--- src/hw/rtl/pgal_pkg.sv ---
`timescale 1ns / 1ps
// ----------------------------------------------------------------------------
// pgal_pkg
// Shared codes and types of the page range first-fit allocator.
// ----------------------------------------------------------------------------
package pgal_pkg;

   // request opcodes
   localparam logic [1:0] OP_INIT  = 2'd0;
   localparam logic [1:0] OP_ALLOC = 2'd1;
   localparam logic [1:0] OP_FREE  = 2'd2;

   // response status codes
   localparam logic [1:0] ST_OK   = 2'd0;
   localparam logic [1:0] ST_FAIL = 2'd1;
   localparam logic [1:0] ST_FULL = 2'd2;

   // configuration register indexes
   localparam int unsigned CSR_INDEX_W = 1;
   localparam logic [CSR_INDEX_W-1:0] CSR_FREE_FIRST = 1'b0;
   localparam logic [CSR_INDEX_W-1:0] CSR_FREE_END   = 1'b1;

   // compare results of one extent against the current request
   typedef struct packed {
      logic size_gt;      // extent larger than the requested count
      logic size_eq;      // extent exactly the requested count
      logic touch_front;  // freed run ends where the extent starts
      logic touch_back;   // freed run starts where the extent ends
      logic start_after;  // extent starts above the freed run
   } pgal_flags_type;

endpackage

--- src/hw/rtl/pgal_ram.sv ---
`timescale 1ns / 1ps
// ----------------------------------------------------------------------------
// pgal_ram
// Generic simple dual-port RAM, one write and one registered read port.
// ----------------------------------------------------------------------------
module pgal_ram #(
   parameter int unsigned WIDTH = 72,
   parameter int unsigned DEPTH = 16
) (
   input  logic                     clock,
   input  logic                     we,
   input  logic [$clog2(DEPTH)-1:0] waddr,
   input  logic [WIDTH-1:0]         wdata,
   input  logic [$clog2(DEPTH)-1:0] raddr,
   output logic [WIDTH-1:0]         rdata
);

   logic [WIDTH-1:0] mem_ff [DEPTH];
   logic [WIDTH-1:0] rdata_ff;

   // write port
   always_ff @(posedge clock) begin
      if (we) begin
         mem_ff[waddr] <= wdata;
      end
   end

   // registered read port
   always_ff @(posedge clock) begin
      rdata_ff <= mem_ff[raddr];
   end

   assign rdata = rdata_ff;

endmodule

--- src/hw/rtl/pgal_eval.sv ---
`timescale 1ns / 1ps
// ----------------------------------------------------------------------------
// pgal_eval
// Shared compare unit: checks one extent entry against the current request.
// ----------------------------------------------------------------------------
module pgal_eval #(
   parameter int unsigned PAGE_NUMBER_BITS = 36
) (
   input  logic [PAGE_NUMBER_BITS-1:0] ent_start,
   input  logic [PAGE_NUMBER_BITS-1:0] ent_end,
   input  logic [PAGE_NUMBER_BITS-1:0] req_first,
   input  logic [PAGE_NUMBER_BITS-1:0] req_count,
   input  logic [PAGE_NUMBER_BITS-1:0] req_run_end,
   output pgal_pkg::pgal_flags_type    flags,
   output logic [PAGE_NUMBER_BITS-1:0] cut_start
);
   import pgal_pkg::*;

   logic [PAGE_NUMBER_BITS-1:0] size;

   // extent size, modulo the page number width
   assign size = ent_end - ent_start;

   // fit and touch compares
   always_comb begin
      flags.size_gt     = size > req_count;
      flags.size_eq     = size == req_count;
      flags.touch_front = req_run_end == ent_start;
      flags.touch_back  = req_first == ent_end;
      flags.start_after = ent_start > req_first;
   end

   // new start of an extent cut from its front
   assign cut_start = ent_start + req_count;

endmodule

--- src/hw/rtl/page_range_first_fit_allocator.sv ---
`timescale 1ns / 1ps
// ----------------------------------------------------------------------------
// page_range_first_fit_allocator
// First-fit allocator over a sorted table of free page extents.
// ----------------------------------------------------------------------------
// One request is handled at a time; req_ready is high only while the block
// is idle, and the response sits in an output register so a new request can
// be taken while it waits. An allocate or free walks the extent table
// through the single read port of the extent RAM, one entry a cycle, and
// stops at the first entry that it cuts or extends. An exact-fit allocate
// then moves every entry behind the removed one down a slot; a free that
// inserts moves the entries from the insert position up a slot and then
// writes the new extent into the opened slot. Register writes to csr_*
// take effect at the next init. Table entries are not cleared at reset;
// only entries below the fill count are ever read.
// ----------------------------------------------------------------------------
module page_range_first_fit_allocator #(
   parameter int unsigned EXTENT_SLOTS     = 16,
   parameter int unsigned PAGE_NUMBER_BITS = 36
) (
   input  logic                             clock,
   input  logic                             reset,
   // configuration
   input  logic                             csr_we,
   input  logic [pgal_pkg::CSR_INDEX_W-1:0] csr_index,
   input  logic [PAGE_NUMBER_BITS-1:0]      csr_wdata,
   // request
   input  logic                             req_valid,
   output logic                             req_ready,
   input  logic [1:0]                       req_opcode,
   input  logic [PAGE_NUMBER_BITS-1:0]      req_first_page,
   input  logic [PAGE_NUMBER_BITS-1:0]      req_page_count,
   // response
   output logic                             rsp_valid,
   input  logic                             rsp_ready,
   output logic [PAGE_NUMBER_BITS-1:0]      rsp_granted_page,
   output logic [1:0]                       rsp_status,
   output logic [PAGE_NUMBER_BITS-1:0]      rsp_available_pages
);
   import pgal_pkg::*;

   localparam int unsigned PNB   = PAGE_NUMBER_BITS;
   localparam int unsigned IDX_W = $clog2(EXTENT_SLOTS);
   localparam int unsigned CNT_W = $clog2(EXTENT_SLOTS + 1);
   localparam logic [CNT_W-1:0] SLOTS_CNT = CNT_W'(EXTENT_SLOTS);

   // sequencer states
   localparam logic [2:0] S_IDLE   = 3'd0;
   localparam logic [2:0] S_CHECK  = 3'd1;
   localparam logic [2:0] S_WALK   = 3'd2;
   localparam logic [2:0] S_SHIFT  = 3'd3;
   localparam logic [2:0] S_PUT    = 3'd4;
   localparam logic [2:0] S_FINISH = 3'd5;

   logic [2:0]       state_ff, state_in;
   logic [1:0]       op_ff, op_in;
   logic [PNB-1:0]   first_ff, first_in;
   logic [PNB-1:0]   cnt_ff, cnt_in;
   logic [PNB:0]     run_end_ff, run_end_in;
   logic [CNT_W-1:0] count_ff, count_in;
   logic [PNB-1:0]   free_pages_ff, free_pages_in;
   logic [PNB-1:0]   cfg_first_ff, cfg_first_in;
   logic [PNB-1:0]   cfg_end_ff, cfg_end_in;
   logic [CNT_W-1:0] rd_idx_ff, rd_idx_in;
   logic             ev_vld_ff, ev_vld_in;
   logic [IDX_W-1:0] ev_idx_ff, ev_idx_in;
   logic             pos_found_ff, pos_found_in;
   logic [IDX_W-1:0] pos_ff, pos_in;
   logic             shift_up_ff, shift_up_in;
   logic [IDX_W-1:0] sp_ff, sp_in;
   logic [CNT_W-1:0] left_ff, left_in;
   logic             pend_ff, pend_in;
   logic [IDX_W-1:0] pend_addr_ff, pend_addr_in;
   logic [1:0]       res_status_ff, res_status_in;
   logic [PNB-1:0]   res_granted_ff, res_granted_in;
   logic             rsp_valid_ff, rsp_valid_in;
   logic [PNB-1:0]   rsp_granted_ff, rsp_granted_in;
   logic [1:0]       rsp_status_ff, rsp_status_in;
   logic [PNB-1:0]   rsp_avail_ff, rsp_avail_in;

   // extent RAM ports
   logic             mem_we;
   logic [IDX_W-1:0] mem_waddr;
   logic [IDX_W-1:0] mem_raddr;
   logic [2*PNB-1:0] mem_wdata;
   logic [2*PNB-1:0] mem_rdata;
   logic [PNB-1:0]   ent_start;
   logic [PNB-1:0]   ent_end;

   // compare unit results
   pgal_flags_type   flags;
   logic [PNB-1:0]   cut_start;

   // helpers
   logic [PNB:0]     free_sum;
   logic [PNB-1:0]   free_added;
   logic             issue;
   logic [IDX_W-1:0] pos_eff;

   assign ent_start = mem_rdata[2*PNB-1:PNB];
   assign ent_end   = mem_rdata[PNB-1:0];

   pgal_ram #(
      .WIDTH (2 * PNB),
      .DEPTH (EXTENT_SLOTS)
   ) u_extents (
      .clock (clock),
      .we    (mem_we),
      .waddr (mem_waddr),
      .wdata (mem_wdata),
      .raddr (mem_raddr),
      .rdata (mem_rdata)
   );

   pgal_eval #(
      .PAGE_NUMBER_BITS (PNB)
   ) u_eval (
      .ent_start   (ent_start),
      .ent_end     (ent_end),
      .req_first   (first_ff),
      .req_count   (cnt_ff),
      .req_run_end (run_end_ff[PNB-1:0]),
      .flags       (flags),
      .cut_start   (cut_start)
   );

   // saturating add of a freed run to the page count
   assign free_sum   = {1'b0, free_pages_ff} + {1'b0, cnt_ff};
   assign free_added = free_sum[PNB] ? {PNB{1'b1}} : free_sum[PNB-1:0];

   // insert position: first entry starting above the run, else the end
   assign pos_eff = pos_found_ff ? pos_ff : count_ff[IDX_W-1:0];

   // sequencer
   always_comb begin
      state_in       = state_ff;
      op_in          = op_ff;
      first_in       = first_ff;
      cnt_in         = cnt_ff;
      run_end_in     = run_end_ff;
      count_in       = count_ff;
      free_pages_in  = free_pages_ff;
      rd_idx_in      = rd_idx_ff;
      ev_vld_in      = 1'b0;
      ev_idx_in      = ev_idx_ff;
      pos_found_in   = pos_found_ff;
      pos_in         = pos_ff;
      shift_up_in    = shift_up_ff;
      sp_in          = sp_ff;
      left_in        = left_ff;
      pend_in        = 1'b0;
      pend_addr_in   = pend_addr_ff;
      res_status_in  = res_status_ff;
      res_granted_in = res_granted_ff;
      rsp_valid_in   = rsp_valid_ff & ~rsp_ready;
      rsp_granted_in = rsp_granted_ff;
      rsp_status_in  = rsp_status_ff;
      rsp_avail_in   = rsp_avail_ff;
      mem_we         = 1'b0;
      mem_waddr      = '0;
      mem_wdata      = mem_rdata;
      mem_raddr      = '0;
      issue          = 1'b0;
      req_ready      = 1'b0;

      unique case (state_ff)
         S_IDLE: begin
            req_ready = 1'b1;
            if (req_valid) begin
               op_in      = req_opcode;
               first_in   = req_first_page;
               cnt_in     = req_page_count;
               run_end_in = {1'b0, req_first_page} + {1'b0, req_page_count};
               state_in   = S_CHECK;
            end
         end

         // argument checks and init
         S_CHECK: begin
            res_granted_in = '0;
            res_status_in  = ST_FAIL;
            rd_idx_in      = '0;
            pos_found_in   = 1'b0;
            state_in       = S_FINISH;
            case (op_ff)
               OP_INIT: begin
                  res_status_in = ST_OK;
                  if (cfg_end_ff > cfg_first_ff) begin
                     mem_we        = 1'b1;
                     mem_waddr     = '0;
                     mem_wdata     = {cfg_first_ff, cfg_end_ff};
                     count_in      = CNT_W'(1);
                     free_pages_in = cfg_end_ff - cfg_first_ff;
                  end else begin
                     count_in      = '0;
                     free_pages_in = '0;
                  end
               end
               OP_ALLOC: begin
                  if (cnt_ff != '0 && cnt_ff <= free_pages_ff) begin
                     state_in = S_WALK;
                  end
               end
               OP_FREE: begin
                  if (first_ff != '0 && cnt_ff != '0 && !run_end_ff[PNB]) begin
                     state_in = S_WALK;
                  end
               end
               default: begin
                  res_status_in = ST_FAIL;
               end
            endcase
         end

         // walk the table, one read issued and one entry checked per cycle
         S_WALK: begin
            issue     = rd_idx_ff < count_ff;
            mem_raddr = rd_idx_ff[IDX_W-1:0];
            ev_vld_in = issue;
            ev_idx_in = rd_idx_ff[IDX_W-1:0];
            if (issue) begin
               rd_idx_in = rd_idx_ff + CNT_W'(1);
            end
            if (ev_vld_ff) begin
               if (op_ff == OP_ALLOC) begin
                  if (flags.size_gt) begin
                     mem_we         = 1'b1;
                     mem_waddr      = ev_idx_ff;
                     mem_wdata      = {cut_start, ent_end};
                     res_granted_in = ent_start;
                     res_status_in  = ST_OK;
                     free_pages_in  = free_pages_ff - cnt_ff;
                     state_in       = S_FINISH;
                  end else if (flags.size_eq) begin
                     // exact fit: close the gap behind this entry
                     res_granted_in = ent_start;
                     res_status_in  = ST_OK;
                     free_pages_in  = free_pages_ff - cnt_ff;
                     count_in       = count_ff - CNT_W'(1);
                     shift_up_in    = 1'b0;
                     sp_in          = ev_idx_ff + IDX_W'(1);
                     left_in        = count_ff - CNT_W'(ev_idx_ff) - CNT_W'(1);
                     state_in       = S_SHIFT;
                  end
               end else begin
                  if (flags.touch_front) begin
                     mem_we        = 1'b1;
                     mem_waddr     = ev_idx_ff;
                     mem_wdata     = {first_ff, ent_end};
                     res_status_in = ST_OK;
                     free_pages_in = free_added;
                     state_in      = S_FINISH;
                  end else if (flags.touch_back) begin
                     mem_we        = 1'b1;
                     mem_waddr     = ev_idx_ff;
                     mem_wdata     = {ent_start, run_end_ff[PNB-1:0]};
                     res_status_in = ST_OK;
                     free_pages_in = free_added;
                     state_in      = S_FINISH;
                  end else if (flags.start_after && !pos_found_ff) begin
                     pos_found_in = 1'b1;
                     pos_in       = ev_idx_ff;
                  end
               end
            end else if (!issue) begin
               // walk ended without a hit
               if (op_ff == OP_ALLOC) begin
                  res_status_in = ST_FAIL;
                  state_in      = S_FINISH;
               end else if (count_ff >= SLOTS_CNT) begin
                  res_status_in = ST_FULL;
                  state_in      = S_FINISH;
               end else begin
                  pos_in      = pos_eff;
                  shift_up_in = 1'b1;
                  sp_in       = count_ff[IDX_W-1:0] - IDX_W'(1);
                  left_in     = count_ff - CNT_W'(pos_eff);
                  state_in    = S_SHIFT;
               end
            end
         end

         // move entries one slot up or down, each read and then written in the next cycle
         S_SHIFT: begin
            issue     = left_ff != '0;
            mem_raddr = sp_ff;
            if (issue) begin
               left_in      = left_ff - CNT_W'(1);
               sp_in        = shift_up_ff ? sp_ff - IDX_W'(1) : sp_ff + IDX_W'(1);
               pend_in      = 1'b1;
               pend_addr_in = shift_up_ff ? sp_ff + IDX_W'(1) : sp_ff - IDX_W'(1);
            end
            if (pend_ff) begin
               mem_we    = 1'b1;
               mem_waddr = pend_addr_ff;
               mem_wdata = mem_rdata;
            end
            if (!issue && !pend_ff) begin
               state_in = shift_up_ff ? S_PUT : S_FINISH;
            end
         end

         // write the inserted extent into the opened slot
         S_PUT: begin
            mem_we        = 1'b1;
            mem_waddr     = pos_ff;
            mem_wdata     = {first_ff, run_end_ff[PNB-1:0]};
            count_in      = count_ff + CNT_W'(1);
            free_pages_in = free_added;
            res_status_in = ST_OK;
            state_in      = S_FINISH;
         end

         // hand the result to the output register once it is free
         S_FINISH: begin
            if (!rsp_valid_ff || rsp_ready) begin
               rsp_valid_in   = 1'b1;
               rsp_granted_in = res_granted_ff;
               rsp_status_in  = res_status_ff;
               rsp_avail_in   = free_pages_ff;
               state_in       = S_IDLE;
            end
         end

         default: begin
            state_in = S_IDLE;
         end
      endcase
   end

   // configuration registers
   always_comb begin
      cfg_first_in = cfg_first_ff;
      cfg_end_in   = cfg_end_ff;
      if (csr_we) begin
         unique case (csr_index)
            CSR_FREE_FIRST: cfg_first_in = csr_wdata;
            CSR_FREE_END:   cfg_end_in   = csr_wdata;
            default: begin
               cfg_first_in = cfg_first_ff;
            end
         endcase
      end
   end

   // control state
   always_ff @(posedge clock) begin
      if (reset) begin
         state_ff      <= S_IDLE;
         count_ff      <= '0;
         free_pages_ff <= '0;
         cfg_first_ff  <= '0;
         cfg_end_ff    <= '0;
         ev_vld_ff     <= 1'b0;
         pend_ff       <= 1'b0;
         rsp_valid_ff  <= 1'b0;
      end else begin
         state_ff      <= state_in;
         count_ff      <= count_in;
         free_pages_ff <= free_pages_in;
         cfg_first_ff  <= cfg_first_in;
         cfg_end_ff    <= cfg_end_in;
         ev_vld_ff     <= ev_vld_in;
         pend_ff       <= pend_in;
         rsp_valid_ff  <= rsp_valid_in;
      end
   end

   // payload and working registers
   always_ff @(posedge clock) begin
      op_ff          <= op_in;
      first_ff       <= first_in;
      cnt_ff         <= cnt_in;
      run_end_ff     <= run_end_in;
      rd_idx_ff      <= rd_idx_in;
      ev_idx_ff      <= ev_idx_in;
      pos_found_ff   <= pos_found_in;
      pos_ff         <= pos_in;
      shift_up_ff    <= shift_up_in;
      sp_ff          <= sp_in;
      left_ff        <= left_in;
      pend_addr_ff   <= pend_addr_in;
      res_status_ff  <= res_status_in;
      res_granted_ff <= res_granted_in;
      rsp_granted_ff <= rsp_granted_in;
      rsp_status_ff  <= rsp_status_in;
      rsp_avail_ff   <= rsp_avail_in;
   end

   assign rsp_valid           = rsp_valid_ff;
   assign rsp_granted_page    = rsp_granted_ff;
   assign rsp_status          = rsp_status_ff;
   assign rsp_available_pages = rsp_avail_ff;

endmodule

--- config.mk ---
export PLATFORM = sky130hd
export DESIGN_NAME = page_range_first_fit_allocator
export DESIGN_NICKNAME = d
export VERILOG_FILES = /design/src/hw/rtl/pgal_pkg.sv /design/src/hw/rtl/pgal_ram.sv /design/src/hw/rtl/pgal_eval.sv /design/src/hw/rtl/page_range_first_fit_allocator.sv
export SDC_FILE = /design/constraint.sdc
export NUM_CORES = 2
export LEC_CHECK = 0
export BUFFER_PORTS_ARGS = -buffer_cell sky130_fd_sc_hd__buf_2
export CAP_MARGIN = 20
export CORE_UTILIZATION = 40
export DETAILED_ROUTE_END_ITERATION = 10
export GPL_TIMING_DRIVEN = 0
export PLACE_DENSITY_LB_ADDON = 0.2
export SLEW_MARGIN = 20
export SYNTH_ARGS = -nofsm -noshare
export SYNTH_HDL_FRONTEND = slang
export SYNTH_SLANG_ARGS = --single-unit
--- constraint.sdc ---
create_clock -name clock -period 28.7 [get_ports clock]
set_clock_uncertainty 0.15 [all_clocks]
set_input_delay 4.305 -clock clock [delete_from_list [all_inputs] [get_ports clock]]
set_output_delay 4.305 -clock clock [all_outputs]
set_load 0.01 [all_outputs]
# Word level (Yosys, flattened, before mapping)
# Memory sizes are Yosys's and may differ from the RTL's. A register that Yosys moved wholly into a read port is not among the register bits.
# Cells that the tools add are included.
# totals
out_inout_bits	76
ram_bits	1152
mem_count	1
reg_bits	370
# classes
muxes	125
n_eq_ne	45
n_addsub	17
magnitude_cmp	6
n_reduce_logical	36
bitwise_logic	6
# memory_table
name	words	word_bits	read_ports	rd_ports_with_merged_regs	wr	line_no	text
u_extents.mem_ff	16	72	1	1	1	pgal_ram.sv:18	logic [WIDTH-1:0] mem_ff [DEPTH];
# ops
operator	n
$mux W36	14
$mux W72	6
$pmux W72 S3	1
$eq A36 B36 Y1	3
$gt A36 B36 Y1	3
$pmux W36 S3	1
$sub A36 B36 Y36	3
$mux W4	25
$add A36 B36 Y37	2
$pmux W36 S2	1
$reduce_bool A36 Y1	2
$mux W5	14
$mux W3	14
$ne A2 B2 Y1 const B	20
$add A36 B36 Y36	1
$le A36 B36 Y1	1
$mux W1	29
$ne A3 B3 Y1 const B	7
$pmux W5 S2	2
$mux W2	9
$pmux W3 S6	1
$reduce_and A6 Y1	3
$pmux W4 S2	2
$pmux W5 S3	1
36 further kinds	70

# Longest topological paths before layout
# logic_depth
word_depth	8
mapped_depth	26
depth_no_buf	25

# Cells and area by module
# Synthesis repeated with hierarchy kept, for this count alone.
# hier_totals
cells_unflattened	5854
hier_area_um2	77041.4
# by_module_without_submodules
module	area_each_um2	seq_area_each_um2	cells_per_inst	instances
pgal_ram	44550.2	36034.6	1850	1
page_range_first_fit_allocator	25833.5	9919.5	3052	1
pgal_eval	6657.6	0.0	952	1

# Least setup slack after synthesis
# Ideal clock, no wire load.
# synth_path
path_kind	register -> register
start	register u_extents.rdata_ff[37], in the netlist u_extents.rdata[37] (read register of u_extents.mem_ff)
end	memory u_extents.mem_ff[0][0] (enable)
slack_ns	18.143
t_required_ns	27.944
period_less_slack_ns	10.557
t_arrival_ns	9.801
n_path_buf	0
stages_incl_launch_ff	24
path_cell_list	dfxtp_1 > inv_1 > ha_1 > nor2b_1 > o31ai_1 > nand2_1 > a22oi_1 > o41ai_1 > o221ai_1 > o211ai_1 > a21o_1 > a21oi_1 > xnor2_1 > ha_1 > nand4_1 > nor4_2 > nand4_1 > nor2_1 > a21oi_1 > nand2b_1 > and3_1 > o21ai_0 > nand3_1 > nor3b_1
# synth_between
elab_chain_len	8
word_cells_on_any_way	15
# synth_rtl
item	line_no	text
start: declaration	pgal_ram.sv:19	logic [WIDTH-1:0] rdata_ff;
$sub A36 B36 Y36	pgal_eval.sv:22	assign size = ent_end - ent_start;
$gt A36 B36 Y1	pgal_eval.sv:26	flags.size_gt = size > req_count;
$mux W1	page_range_first_fit_allocator.sv:226	if (flags.size_gt) begin
$mux W1	page_range_first_fit_allocator.sv:225	if (op_ff == OP_ALLOC) begin
$mux W1	page_range_first_fit_allocator.sv:224	if (ev_vld_ff) begin
$pmux W1 S4	page_range_first_fit_allocator.sv:166	unique case (state_ff)
$mux W1	pgal_ram.sv:23	if (we) begin
$mux W1 (implied by the code)	pgal_ram.sv:24	mem_ff[waddr] <= wdata;
end: declaration	pgal_ram.sv:18	
# Several ways; a longest one is shown, not always the timed one.

# Worst setup path after layout
# layout_path
start	register u_extents.rdata_ff[57], in the netlist u_extents.rdata[57] (read register of u_extents.mem_ff)
end	memory u_extents.mem_ff[0][59] (enable)
# Same word-level chain as after synthesis.

==> impl_metrics.ini <==
[sta]
timing.fmax_mhz = 90.7
period_share = 0.384
rsz0062_at_grt = no
hold_viol = 0
worst_pin_slew_ps = 1310
slew_headroom = 0.127
fin_crit_ps = 11030
setup_viol = 0
tns_ps = 0
slew_violations = 0

[flow_run]
cap_viol_max_count = 0

[clock_network]
htreeDepth = 4
cts_tree = built
ctsResizeCount = 0
cts_buffers = 171
hold_buffers = 0
cts_sinks = 1594
post_cts.repair.setup_buffers = 0
root_buffer = clkbuf_16
clockBufferDepth = 3
clk_pin_slew_ps = 60
clk_latency_ps = 850

[worst_setup_path]
max_stage_delay_ps = 1090
start_kind = register
cp_slowest_cell = nor4_2
path_max_fanout = 9
crit_arrival_ps = 11420
end_kind = register
required_ps = 29100
crit_path_frequent_cell = buf_4
crit_type = reg2reg

[synthesis]
ys_seq_area_frac = 0.595
yosys.cell_count.top_type = edfxtp_1
synth_top_area_cell = edfxtp_1
synth_area_per_cell_um2 = 11.5
syn_inst = 6733
synth_enable_flop_cells = 1403
async_flop_share = 0
synthesis.nets = 7169
yosys-top-cells-count = edfxtp_1 (1403), nand2_1 (913), a21oi_1 (546), a211oi_1 (417), clkbuf_1 (333)
yosysWarnings = 0
synthFlopType = edfxtp_1
synth_seq_cells = 1594
synthTopCellsByArea = edfxtp_1 (55%), ha_1 (5.0%), dfxtp_1 (5.0%), nand2_1 (4.4%), a211oi_1 (4.1%)
synth_top_area_frac = 0.546
synth.distinct_cells = 98
synth_area_um2 = 77200

[place]
io_buffers = 190
dp.cells = 9545
dp_hpwl_um = 238000
gp_congestion = 1.05
placed_area_um2 = 83700

[power_and_ir_drop]
p_leak_uw = 0.0313
irDropWorstVdd_mv = 0.0505
power_uw = 6920
clkPwrFrac = 0.314
internal-power_uw = 4560
power.switching_uw = 2360
swShare = 0.341
sequentialPowerShare = 0.435
p_per_area_nw_per_um2 = 77.5
comb_power_share = 0.251

[drt]
drc = 0
drt-pass1-iter-count = 6
drt-vias-per-instance = 6.06
post_drt_wl_per_cell_um = 31.5
vias = 59806
totalWireLength_um = 311000
ant_nets = 0
drtIter0Drc = 7066

[run_status]
status = completed

[die]
core_um2 = 191000
die_h_um = 441
die_x_um = 441
fp-row-count = 160
start_util = 0.404
dieArea_um2 = 195000
io_pins = 192

[final_layout]
multi_input_area_um2 = 29100
num-fill-cells = 17507
final_cells = 9863
layout-drive-gt1-share = 0.103
areaGrowthSynthToFinish_pct = 15.5
regArea_um2 = 46000
layout.nets = 7646
finalInstanceArea_um2 = 89200

[grt]
grt_max_degree = 59
antenna_found_initial = 14
grt-ovfl-total = 0
grt_first_pass_wirelength_um = 428000
grtUsageTotal = 0.313
grt_pass1_vias = 56346

[min_path]
hold_class = reg2reg
-- flip-flops by register name, summed over array words and instances, names as in the netlist, 3 cells and up --
register	count
run_end_ff	37
sp_ff	4
rsp_granted_page	36
cnt_ff	36
rsp_available_pages	36
cfg_end_ff	36
count_ff	5
cfg_first_ff	36
rd_idx_ff	5
res_granted_ff	36
u_extents.mem_ff	1152
ev_idx_ff	4
first_ff	36
state_ff	3
u_extents.rdata	72
free_pages_ff	36
pend_addr_ff	4
pos_ff	4
left_ff	5
-- cell type report --
class	count	area share
flip-flops and latches	1594	0.515
multi-input cells	4485	0.326
repair buffers	304	0.0332
inverters	251	0.0106
well taps	2511	0.0352
clock buffers	217	0.0521
diodes	3	0.0000841
clock inverters	95	0.00928
plain buffers	403	0.0184
-- critical path: cells and delay by family, from the launching register on --
| family | cells | cell delay [ps] |
|---|---|---|
| AO/OA/AOI/OAI | 7 | 2120 |
| XOR/XNOR | 1 | 350 |
| AND/OR/NAND/NOR | 11 | 4510 |
| flip-flops | 1 | 840 |
| buffers and inverters | 8 | 1970 |
| adder cells (fa/ha/maj) | 2 | 720 |
-- cell families after synthesis --
family | Yosys count | share of synthesized area
AO/OA/AOI/OAI | 2002 | 0.176
AND/OR/NAND/NOR | 1908 | 0.114
flip-flops | 1594 | 0.595
buffers and inverters | 654 | 0.0331
adder cells (fa/ha/maj) | 323 | 0.0531
XOR/XNOR | 229 | 0.0260
multiplexers | 23 | 0.00303
-- stage by stage --
| step | setup slack [ps] | hold slack [ps] | utilization |
|---|---|---|---|
| 2_1_floorplan | 18140 | 250 | - |
| 3_3_place_gp | 9100 | 255 | 0.426 |
| 3_5_place_dp | 17920 | 255 | 0.438 |
| 4_1_cts | 17890 | 227 | 0.467 |
| 5_1_grt | 17640 | 239 | 0.467 |
| 6_report | 17670 | 224 | 0.467 |
-- power by group through the flow --
stage / clock, uW / combinational, uW / sequential (uW)
2_1_floorplan: 0 / 974 / 2940
3_3_place_gp: 0 / 1560 / 3070
3_5_place_dp: 0 / 1680 / 3040
4_1_cts: 2190 / 1690 / 2990
5_1_grt: 2280 / 1840 / 3000
6_report: 2170 / 1740 / 3010
-- routing by layer --
metal / track usage / share of wire
met5: 0 / 0.00017
met4: 0.201 / 0.074
met3: 0.0596 / 0.082
met2: 0.505 / 0.46
met1: 0.386 / 0.38
-- cell usage in the layout, fill, tap and decap left out, types with 65 or more instances in the layout --
master and instances:
and2_1 299, a311oi_1 162, buf_2 233, dfxtp_1 191, clkbuf_1 347, nand2_1 913
nor3_1 65, a21o_1 110, a211oi_1 417, inv_1 250, xor2_1 106, edfxtp_1 1403
nor2_1 298, a21oi_1 510, ha_1 311, clkbuf_16 177, a31oi_1 164, o21ai_0 190
xnor2_1 123
-- final timing paths --
kind / start / depth (start not counted) / slack [ps] / to
hold reg to reg: res_granted_ff[17] / 0 / 220 / rsp_granted_page[17]
setup / recovery: u_extents.rdata[57] / 29 / 17670 / u_extents.mem_ff[0][59]
hold / removal: res_granted_ff[17] / 0 / 220 / rsp_granted_page[17]
setup reg to reg: u_extents.rdata[57] / 29 / 17670 / u_extents.mem_ff[0][59]
Note: power is estimated with default switching activity, not from simulation.
